File: src/sv/slxfr_pkg.sv
// ---------------------------------------------------------------------------
// slxfr_pkg
// shared types and constants of the sync/length/xor frame receiver
// ---------------------------------------------------------------------------
`default_nettype none

package slxfr_pkg;

  // result item status codes
  typedef enum logic [1:0] {
    STATUS_PAYLOAD = 2'd0,
    STATUS_EMPTY   = 2'd1,
    STATUS_ERROR   = 2'd2
  } status_t;

  // configuration register indexes
  localparam logic [1:0] CFG_SYNC_FIRST  = 2'd0;
  localparam logic [1:0] CFG_SYNC_SECOND = 2'd1;
  localparam logic [1:0] CFG_MAX_LENGTH  = 2'd2;

  // register reset values
  localparam logic [7:0] SYNC_FIRST_RST  = 8'h4C;
  localparam logic [7:0] SYNC_SECOND_RST = 8'h4D;
  localparam logic [6:0] MAX_LENGTH_RST  = 7'd40;

  // width of the length limit compare (store depth reaches 256)
  localparam int LIMIT_W = 9;

  // controller to datapath commands
  typedef struct packed {
    logic load_len;     // length byte: latch payload length, clear count
    logic store_byte;   // payload byte: write store, fold into xor (not the first)
    logic put_error;    // load checksum error item
    logic put_empty;    // load empty frame item
    logic start_emit;   // clear emit index
    logic rd_en;        // read store at emit index
    logic put_payload;  // load payload item from store read data
  } cmd_t;

  // datapath to controller status
  typedef struct packed {
    logic sync1_match;
    logic sync2_match;
    logic len_ok;
    logic at_check;
    logic check_ok;
    logic plen_zero;
    logic emit_last;
    logic out_full;
  } stat_t;

endpackage

`default_nettype wire

File: src/sv/sync_length_xor_frame_receiver.sv
// ---------------------------------------------------------------------------
// sync_length_xor_frame_receiver
// byte stream frame receiver: two sync bytes, length byte, payload, xor check
// ---------------------------------------------------------------------------
// Bytes enter on the rx channel, one per transfer. Every byte of the sync,
// length and payload phases is taken without a stall, so the block keeps up
// with any byte stream there. On the check byte of a good frame with P stored
// payload bytes, the block closes the rx channel and plays the payload out of
// its store: for each result the store is read, then the read data is loaded
// into the result register, and each load waits while the item channel is
// stalled. Error and empty-frame results are loaded straight from the check
// byte into the result register. The result register lets the next rx byte
// be taken while the last result still waits to be transferred. The store
// needs no clearing after reset: only bytes written in the current frame are
// ever read.
// ---------------------------------------------------------------------------
`default_nettype none

module sync_length_xor_frame_receiver import slxfr_pkg::*; #(
  parameter int PAYLOAD_DEPTH = 64  // payload store depth, 2 to 256
) (
  input  wire logic       clk,
  input  wire logic       rst,

  // configuration write port
  input  wire logic       cfg_we,
  input  wire logic [1:0] cfg_index,
  input  wire logic [7:0] cfg_data,

  // received byte channel
  input  wire logic       rx_valid,
  output      logic       rx_stall,
  input  wire logic [7:0] rx_byte,

  // result item channel
  output      logic       item_valid,
  input  wire logic       item_stall,
  output      logic [1:0] status,
  output      logic [7:0] data_byte,
  output      logic [5:0] byte_index,
  output      logic       last
);

  // command and status between controller and datapath
  cmd_t  cmd;
  stat_t st;

  // controller: sync hunt, length check, body, playout sequencing
  slxfr_ctrl u_ctrl (
    .clk      (clk),
    .rst      (rst),
    .rx_valid (rx_valid),
    .rx_stall (rx_stall),
    .st       (st),
    .cmd      (cmd)
  );

  // datapath: config registers, running xor, payload store, result register
  slxfr_dp #(
    .PAYLOAD_DEPTH (PAYLOAD_DEPTH)
  ) u_dp (
    .clk        (clk),
    .rst        (rst),
    .cfg_we     (cfg_we),
    .cfg_index  (cfg_index),
    .cfg_data   (cfg_data),
    .rx_byte    (rx_byte),
    .cmd        (cmd),
    .st         (st),
    .item_valid (item_valid),
    .item_stall (item_stall),
    .status     (status),
    .data_byte  (data_byte),
    .byte_index (byte_index),
    .last       (last)
  );

endmodule

`default_nettype wire

File: src/sv/slxfr_ram.sv
// ---------------------------------------------------------------------------
// slxfr_ram
// generic single write, single read ram with registered read data
// ---------------------------------------------------------------------------
`default_nettype none

module slxfr_ram #(
  parameter int WIDTH = 8,
  parameter int DEPTH = 64
) (
  input  wire logic                     clk,
  input  wire logic                     we,
  input  wire logic [$clog2(DEPTH)-1:0] waddr,
  input  wire logic [WIDTH-1:0]         wdata,
  input  wire logic                     re,
  input  wire logic [$clog2(DEPTH)-1:0] raddr,
  output      logic [WIDTH-1:0]         rdata
);

  logic [WIDTH-1:0] mem [DEPTH];

  always_ff @(posedge clk) begin
    if (we) begin
      mem[waddr] <= wdata;
    end
    if (re) begin
      rdata <= mem[raddr];
    end
  end

endmodule

`default_nettype wire

File: src/sv/slxfr_dp.sv
// ---------------------------------------------------------------------------
// slxfr_dp
// datapath: config registers, length/count/xor, payload store, result register
// ---------------------------------------------------------------------------
`default_nettype none

module slxfr_dp import slxfr_pkg::*; #(
  parameter int PAYLOAD_DEPTH = 64
) (
  input  wire logic       clk,
  input  wire logic       rst,
  input  wire logic       cfg_we,
  input  wire logic [1:0] cfg_index,
  input  wire logic [7:0] cfg_data,
  input  wire logic [7:0] rx_byte,
  input  wire cmd_t       cmd,
  output      stat_t      st,
  output      logic       item_valid,
  input  wire logic       item_stall,
  output      logic [1:0] status,
  output      logic [7:0] data_byte,
  output      logic [5:0] byte_index,
  output      logic       last
);

  localparam int AW = $clog2(PAYLOAD_DEPTH);

  logic [7:0]         sync_first;
  logic [7:0]         sync_second;
  logic [6:0]         max_length;
  logic [AW-1:0]      plen;
  logic [AW-1:0]      count;
  logic [7:0]         xacc;
  logic [AW-1:0]      eidx;
  logic [7:0]         ram_rdata;
  logic [LIMIT_W-1:0] limit;
  logic [15:0]        eidx_wide;
  logic               eidx_last;

  // config registers
  always_ff @(posedge clk) begin
    if (rst) begin
      sync_first  <= SYNC_FIRST_RST;
      sync_second <= SYNC_SECOND_RST;
      max_length  <= MAX_LENGTH_RST;
    end else if (cfg_we) begin
      case (cfg_index)
        CFG_SYNC_FIRST:  sync_first  <= cfg_data;
        CFG_SYNC_SECOND: sync_second <= cfg_data;
        CFG_MAX_LENGTH:  max_length  <= cfg_data[6:0];
        default: ;
      endcase
    end
  end

  // length limit is the smaller of max_length and the store depth
  always_comb begin
    if (LIMIT_W'(max_length) > LIMIT_W'(PAYLOAD_DEPTH)) begin
      limit = LIMIT_W'(PAYLOAD_DEPTH);
    end else begin
      limit = LIMIT_W'(max_length);
    end
  end

  assign eidx_last = (eidx == plen - AW'(1));
  assign eidx_wide = 16'(eidx);

  assign st.sync1_match = (rx_byte == sync_first);
  assign st.sync2_match = (rx_byte == sync_second);
  assign st.len_ok      = (LIMIT_W'(rx_byte) <= limit);
  assign st.at_check    = (count == plen);
  assign st.check_ok    = (rx_byte == xacc);
  assign st.plen_zero   = (plen == '0);
  assign st.emit_last   = eidx_last;
  assign st.out_full    = item_valid && item_stall;

  // frame length, receive count and running xor
  always_ff @(posedge clk) begin
    if (rst) begin
      plen  <= '0;
      count <= '0;
      xacc  <= '0;
    end else if (cmd.load_len) begin
      // accepted lengths never exceed the depth, so length-1 fits
      plen  <= (rx_byte == 8'd0) ? '0 : AW'(rx_byte - 8'd1);
      count <= '0;
      xacc  <= '0;
    end else if (cmd.store_byte) begin
      count <= count + AW'(1);
      if (count != '0) begin
        xacc <= xacc ^ rx_byte;
      end
    end
  end

  always_ff @(posedge clk) begin
    if (rst) begin
      eidx <= '0;
    end else if (cmd.start_emit) begin
      eidx <= '0;
    end else if (cmd.put_payload) begin
      eidx <= eidx + AW'(1);
    end
  end

  slxfr_ram #(
    .WIDTH (8),
    .DEPTH (PAYLOAD_DEPTH)
  ) u_store (
    .clk   (clk),
    .we    (cmd.store_byte),
    .waddr (count),
    .wdata (rx_byte),
    .re    (cmd.rd_en),
    .raddr (eidx),
    .rdata (ram_rdata)
  );

  // result register
  always_ff @(posedge clk) begin
    if (rst) begin
      item_valid <= 1'b0;
    end else if (cmd.put_error || cmd.put_empty || cmd.put_payload) begin
      item_valid <= 1'b1;
    end else if (!item_stall) begin
      item_valid <= 1'b0;
    end
  end

  always_ff @(posedge clk) begin
    if (cmd.put_error) begin
      status     <= STATUS_ERROR;
      data_byte  <= '0;
      byte_index <= '0;
      last       <= 1'b1;
    end else if (cmd.put_empty) begin
      status     <= STATUS_EMPTY;
      data_byte  <= '0;
      byte_index <= '0;
      last       <= 1'b1;
    end else if (cmd.put_payload) begin
      status     <= STATUS_PAYLOAD;
      data_byte  <= ram_rdata;
      byte_index <= eidx_wide[5:0];
      last       <= eidx_last;
    end
  end

  // a loaded result must never overwrite one still waiting
  a_no_overwrite: assert property (@(posedge clk) disable iff (rst)
    (cmd.put_error || cmd.put_empty || cmd.put_payload) |-> !(item_valid && item_stall))
    else $error("result register overwritten while stalled");

  a_one_load: assert property (@(posedge clk) disable iff (rst)
    $onehot0({cmd.put_error, cmd.put_empty, cmd.put_payload}))
    else $error("more than one result load in a cycle");

  a_store_bound: assert property (@(posedge clk) disable iff (rst)
    cmd.store_byte |-> (count < plen))
    else $error("payload store written past frame length");

  a_emit_in_frame: assert property (@(posedge clk) disable iff (rst)
    cmd.put_payload |-> !st.plen_zero)
    else $error("payload item from empty frame");

endmodule

`default_nettype wire

File: src/sv/slxfr_ctrl.sv
// ---------------------------------------------------------------------------
// slxfr_ctrl
// controller: frame hunting, payload reception and result sequencing
// ---------------------------------------------------------------------------
`default_nettype none

module slxfr_ctrl import slxfr_pkg::*; (
  input  wire logic  clk,
  input  wire logic  rst,
  input  wire logic  rx_valid,
  output      logic  rx_stall,
  input  wire stat_t st,
  output      cmd_t  cmd
);

  typedef enum logic [5:0] {
    S_HUNT1 = 6'b000001,
    S_HUNT2 = 6'b000010,
    S_LEN   = 6'b000100,
    S_BODY  = 6'b001000,
    S_READ  = 6'b010000,
    S_SEND  = 6'b100000
  } state_t;

  state_t state;
  state_t state_next;
  logic   rx_fire;

  // byte input closed while emitting; check byte waits for a free result slot
  always_comb begin
    case (state)
      S_HUNT1, S_HUNT2, S_LEN: rx_stall = 1'b0;
      S_BODY:                  rx_stall = st.at_check && st.out_full;
      default:                 rx_stall = 1'b1;
    endcase
  end

  assign rx_fire = rx_valid && !rx_stall;

  always_comb begin
    state_next = state;
    cmd        = '0;
    case (state)
      S_HUNT1: begin
        if (rx_fire && st.sync1_match) begin
          state_next = S_HUNT2;
        end
      end
      S_HUNT2: begin
        if (rx_fire) begin
          state_next = st.sync2_match ? S_LEN : S_HUNT1;
        end
      end
      S_LEN: begin
        if (rx_fire) begin
          cmd.load_len = 1'b1;
          state_next   = st.len_ok ? S_BODY : S_HUNT1;
        end
      end
      S_BODY: begin
        if (rx_fire) begin
          if (!st.at_check) begin
            cmd.store_byte = 1'b1;
          end else if (!st.check_ok) begin
            cmd.put_error = 1'b1;
            state_next    = S_HUNT1;
          end else if (st.plen_zero) begin
            cmd.put_empty = 1'b1;
            state_next    = S_HUNT1;
          end else begin
            cmd.start_emit = 1'b1;
            state_next     = S_READ;
          end
        end
      end
      S_READ: begin
        cmd.rd_en  = 1'b1;
        state_next = S_SEND;
      end
      S_SEND: begin
        if (!st.out_full) begin
          cmd.put_payload = 1'b1;
          state_next      = st.emit_last ? S_HUNT1 : S_READ;
        end
      end
      default: begin
        state_next = S_HUNT1;
      end
    endcase
  end

  always_ff @(posedge clk) begin
    if (rst) begin
      state <= S_HUNT1;
    end else begin
      state <= state_next;
    end
  end

endmodule

`default_nettype wire
File: config.mk
export PLATFORM = sky130hd
export DESIGN_NAME = sync_length_xor_frame_receiver
export DESIGN_NICKNAME = d
export VERILOG_FILES = /design/src/sv/slxfr_pkg.sv /design/src/sv/sync_length_xor_frame_receiver.sv /design/src/sv/slxfr_ram.sv /design/src/sv/slxfr_dp.sv /design/src/sv/slxfr_ctrl.sv
export SDC_FILE = /design/constraint.sdc
export NUM_CORES = 1
export LEC_CHECK = 0
export CORE_AREA = 2 2 212 214
export CTS_CLUSTER_DIAMETER = 120
export CTS_CLUSTER_SIZE = 24
export DETAILED_ROUTE_END_ITERATION = 6
export DIE_AREA = 0 0 214 216
export DONT_BUFFER_PORTS = 1
export PLACE_DENSITY = 0.68
export SKIP_CTS_REPAIR_TIMING = 1
export SLEW_MARGIN = 40
export SYNTH_ARGS = -nofsm -noshare
export SYNTH_HDL_FRONTEND = slang
export SYNTH_HIERARCHICAL = 1
export SYNTH_SLANG_ARGS = --single-unit
File: constraint.sdc
create_clock -name clk -period 3.4 [get_ports clk]
set_input_delay 0.68 -clock clk [delete_from_list [all_inputs] [get_ports clk]]
set_output_delay 0.68 -clock clk [all_outputs]
set_load 0.01 [all_outputs]
* Word level (Yosys, flattened, before mapping) *
Memory sizes are Yosys's and may differ from the RTL's. A register that Yosys moved wholly into a read port is not among the register bits.
Index checks and enable logic that the tools add are counted.

word-level totals
  register bits after elaboration = 73
  output and inout bits = 19
  memories = 1
  bits of input ports = 23
  RAM bits = 512
  word-level logic and storage cells = 96

memories
  memory            depth  bits a word  read ports  clocked after memory_dff  write ports  line             source
  u_dp.u_store.mem  64     8            1           1                         1            slxfr_ram.sv:20  logic [WIDTH-1:0] mem [DEPTH];

operators by class
  equality and inequality tests = 20
  bitwise operators = 1
  reduce and logical (&&, ||, !) cells = 21
  muxes and demuxes = 34
  add/sub/neg operators = 4
  $lt $le $gt $ge = 2

operators by type and width
  cell                 count
  $mux 6               7
  $pmux 6 s6           1
  $eq 8x8->1           3
  $mux 5               3
  $mux 1               13
  $add 6x1->6 const B  2
  $eq 6x6->1           2
  $mux 4               3
  $ne 2x1->1 const B   6
  $sub 6x1->6 const B  2
  $le 8x7->1           1
  $logic_not 8->1      1
  $reduce_and 2->1     4
  $xor 8x8->8          1
  $gt 7x7->1 const B   1
  $mux 7               1
  $eq 6x1->1 const B   1
  $eq 6x2->1 const B   1
  $eq 6x3->1 const B   1
  $eq 6x4->1 const B   1
  $eq 6x5->1 const B   1
  $eq 6x6->1 const B   1
  $logic_not 6->1      1
  $mux 2               3
  14 further kinds     21

* Logic depth before layout (Yosys ltp) *
  depth after elaboration = 10
  depth in mapped cells = 11

* Hierarchy *
Netlist, hierarchy kept.

modules (own cells, without submodules)
  module      cells each  area an instance (sq um)  times used
  slxfr_ram   940         20246.9                   1
  slxfr_dp    364         3276.9                    1
  slxfr_ctrl  63          479.2                     1

* Worst setup path before layout *
No wires, ideal clock.

  path kind = input -> register
  start = input port rx_byte[3]
  end = register u_ctrl.state[1]
  setup time = 0.121 ns
  data arrival time = 2.305 ns
  slack = 0.975 ns
  required time = 3.279 ns
  cell stages on the path = 7
  path through = clkbuf_1 xnor2_1 nand4_1 nor2_1 o211ai_1 a221oi_1 mux2_2

RTL lines
  element                 line                                  source
  start: declaration      sync_length_xor_frame_receiver.sv:33  input wire logic [7:0] rx_byte,
  end signal: assignment  slxfr_ctrl.sv:96                      state <= state_next;
  end: declaration        slxfr_ctrl.sv:25                      state_t state;

==> results.txt <==
Die Height: 216 um
Number of global-route vias before repair: 12059
Top delay family on crit path: simple AND/OR/NAND/NOR gates
Final Skew: 0.0170 ns
GRT Util Overall: 0.226
CP Launch Type: register
Fin. Hold Viols: 0
CP cell instances: nor3_1 > nand2_1 > nor2_1 > and2_1 > nand3_1 > nor2_1
Yosys warning total: 6
Number of synthesized flops with an enable pin: 520
Ys flop type: edfxtp_1
Buffers added on ports: 0
Unique masters post-synth: 68
Share of cells above drive strength 1: 0.185
FMAX: 324 MHz
CTS tree: yes
Fin util: 0.588
Initial antenna violation count: 0
Max clock buf depth: 3
RSZ-0062 raised after global routing: no
Worst-Margin Slew: 0.854 ns
Worst rel slew slack: 0.428
#FFs+latches synth: 593
Post-DP HPWL: 31.9 mm
Final Setup Violations: 0
Worst Path Buf+Inv: 0
Die W: 214 um
Initial Util: 0.548
Peak VDD IR: 0.000380 V
Clk sink count: 593
Clk slew on worst S/H paths: 0.10 ns
CP dominant cell by count: nor2_1
Initial DRT Pass Iterations: 5
Maximum fanout along the worst path: 8
Number of diodes: 0
Status: finished, final reports clean
Critical path required time: 3.63 ns
Slowest-stage cell, CP: nor2_1
DRC: 0
Mapped Area: 24000 um^2
IO Count: 42
Vias: 12289
CP endpoint kind: register
Crit path time final: 3.08 ns
Async SR Flop Fraction: 0
Hold Crit Depth: 1
Post-DRT Antenna Nets: 0
CP arrival: 3.31 ns
Placed cell count: 1954
Leakage: 0.00784 uW
Start-to-end type of the worst setup path: reg2reg
Starting DRT DRC Count: 1325
Total gr overflow: 0
Cell Count, Final, Fillers Out: 2006
Slowest stage delay, CP: 0.75 ns
Nets: 1427
Placer Congestion: 0.813
Slew Limit Fails: 0
Sequential area share after synthesis: 0.711
First-pass GRT wire length: 78.5 mm
Num CTS Buffers: 28
Worst R2R Path Depth: 6
Worst min path class: in2reg
Via density: 6.13
Die area: 46200 um^2
CORE AREA: 43800 um^2
CP Depth: 6
Cell count after synthesis: 1367
Layout area overhead: 7.33%
FP Rows: 77
Clk_lat worst skew: 0.59 ns
Final WL: 51.7 mm
Clock Root Buffer: clkbuf_16
Wire per inst: 25.8 um
Setup total negative slack: 0 ns
Mapped Avg Cell Area: 17.6 um^2
Pin count of the biggest net entering global routing: 73
Period utilization: 0.907
Max Cap Viol: 0
Power Dens Cells: 463 nW/um^2
# H-tree levels: 1
Post-Syn Nets: 1402
==> area by class of cell <==
cell class                 instances  area (um^2)
fill                            3211        18100
sequential                       593        17100
multi-input combinational        680         6450
clock buffer                      51          808
tap                              592          741
timing repair buffer              72          603
inverter                          17         63.8
clock inverter                     1         8.76
==> report_power, final <==
part	internal (uW)	total, uW	switching, uW	leakage, uW
Combinational	120	246	125	0.00219
Sequential	7910	7930	23.7	0.00527
Clock	1620	3740	2120	0.000388
Total	9650	11900	2270	0.00784
==> path summary, 6_finish.rpt <==
| check | startpoint | end | slack [ns] |
|---|---|---|---|
| max reg2reg | u_ctrl/state[1]$_SDFFE_PP0P_ | u_dp/u_store/mem[27][1]$_DFFE_PP_ | 0.32 |
| max | u_ctrl/state[1]$_SDFFE_PP0P_ | u_dp/u_store/mem[27][1]$_DFFE_PP_ | 0.32 |
| min reg2reg | u_dp/max_length[3]$_SDFFE_PP1P_ | u_dp/max_length[3]$_SDFFE_PP1P_ | 0.47 |
| min | rst | u_dp/sync_second[7]$_SDFFE_PP0P_ | 0.15 |
==> metrics by stage <==
stage                     area (um^2)  power [uW]  hold WS [ns]  worst slack, ns
after floorplan                 24000        8300         0.436            0.975
after global placement          24900        8330         0.448            0.549
after detailed placement        24900        8340         0.449            0.413
after CTS                       25800       12000         0.119            0.315
after global routing            25800       12300         0.115            0.178
final                           25800       11900         0.148            0.316
==> per-layer routing <==
layer,track usage,wire length [um],share of wire
met5,0,0,0
met3,0.0341,3410,0.066
met4,0.0592,1240,0.024
met1,0.330,22300,0.43
met2,0.362,24700,0.48
==> cell usage after synthesis, types with 10 or more instances <==
master    number  area (um^2)
clkbuf_1      36          135
mux2_2        14          158
xor2_1        22          193
nand2_1       49          184
buf_4         15          113
edfxtp_1     520        15600
nand4_1       16          100
a211o_1       10         87.6
nor2b_1       20          125
mux4_2       126         2840
a21oi_1       11         55.1
nand3_1       18         90.1
nor2_1       152          571
ha_1          12          150
mux2i_1       53          531
dfxtp_1       73         1460
inv_1         17         63.8
nand2b_1      10         62.6
buf_2         15         75.1
o22ai_1       11         68.8
xnor2_1       37          324
nor3_1        13         65.1
==> cells by family after synthesis <==
| kind of cell | synth area share |
|---|---|
| AND/OR/NAND/NOR | 0.0622 |
| XOR/XNOR | 0.0215 |
| buffers and inverters | 0.0204 |
| AO/OA/AOI/OAI | 0.0312 |
| flip-flops | 0.711 |
| adder cells (fa/ha/maj) | 0.00626 |
| multiplexers | 0.147 |
==> cell usage in the layout (no fill, tap or decap), drive strengths merged, types with 15 or more instances in the layout <==
cell / count
edfxtp: 520
nor2: 152
mux4: 126
dfxtp: 73
buf: 72
mux2i: 53
clkbuf: 51
nand2: 49
xnor2: 37
xor2: 22
nor2b: 20
nand3: 18
inv: 18
nand4: 16
nor3: 15
==> registers in the layout (all words and copies together) (netlist names) <==
register,flops
u_dp/u_store/mem,512
u_dp/data_byte,8
u_dp/sync_first,8
u_dp/sync_second,8
u_dp/u_store/rdata,8
u_dp/xacc,8
u_dp/max_length,7
u_ctrl/state,6
u_dp/byte_index,6
u_dp/count,6
u_dp/eidx,6
u_dp/plen,6
u_dp/status,2
u_dp/item_valid,1
u_dp/last,1
==> worst register-to-register path: stages, from the launching register on <==
cell	delay, ns
dfxtp_1	0.38
nor3_1	0.37
nand2_1	0.22
nor2_1	0.17
and2_1	0.25
nand3_1	0.57
nor2_1	0.76
(Power assumes the default switching activity.)
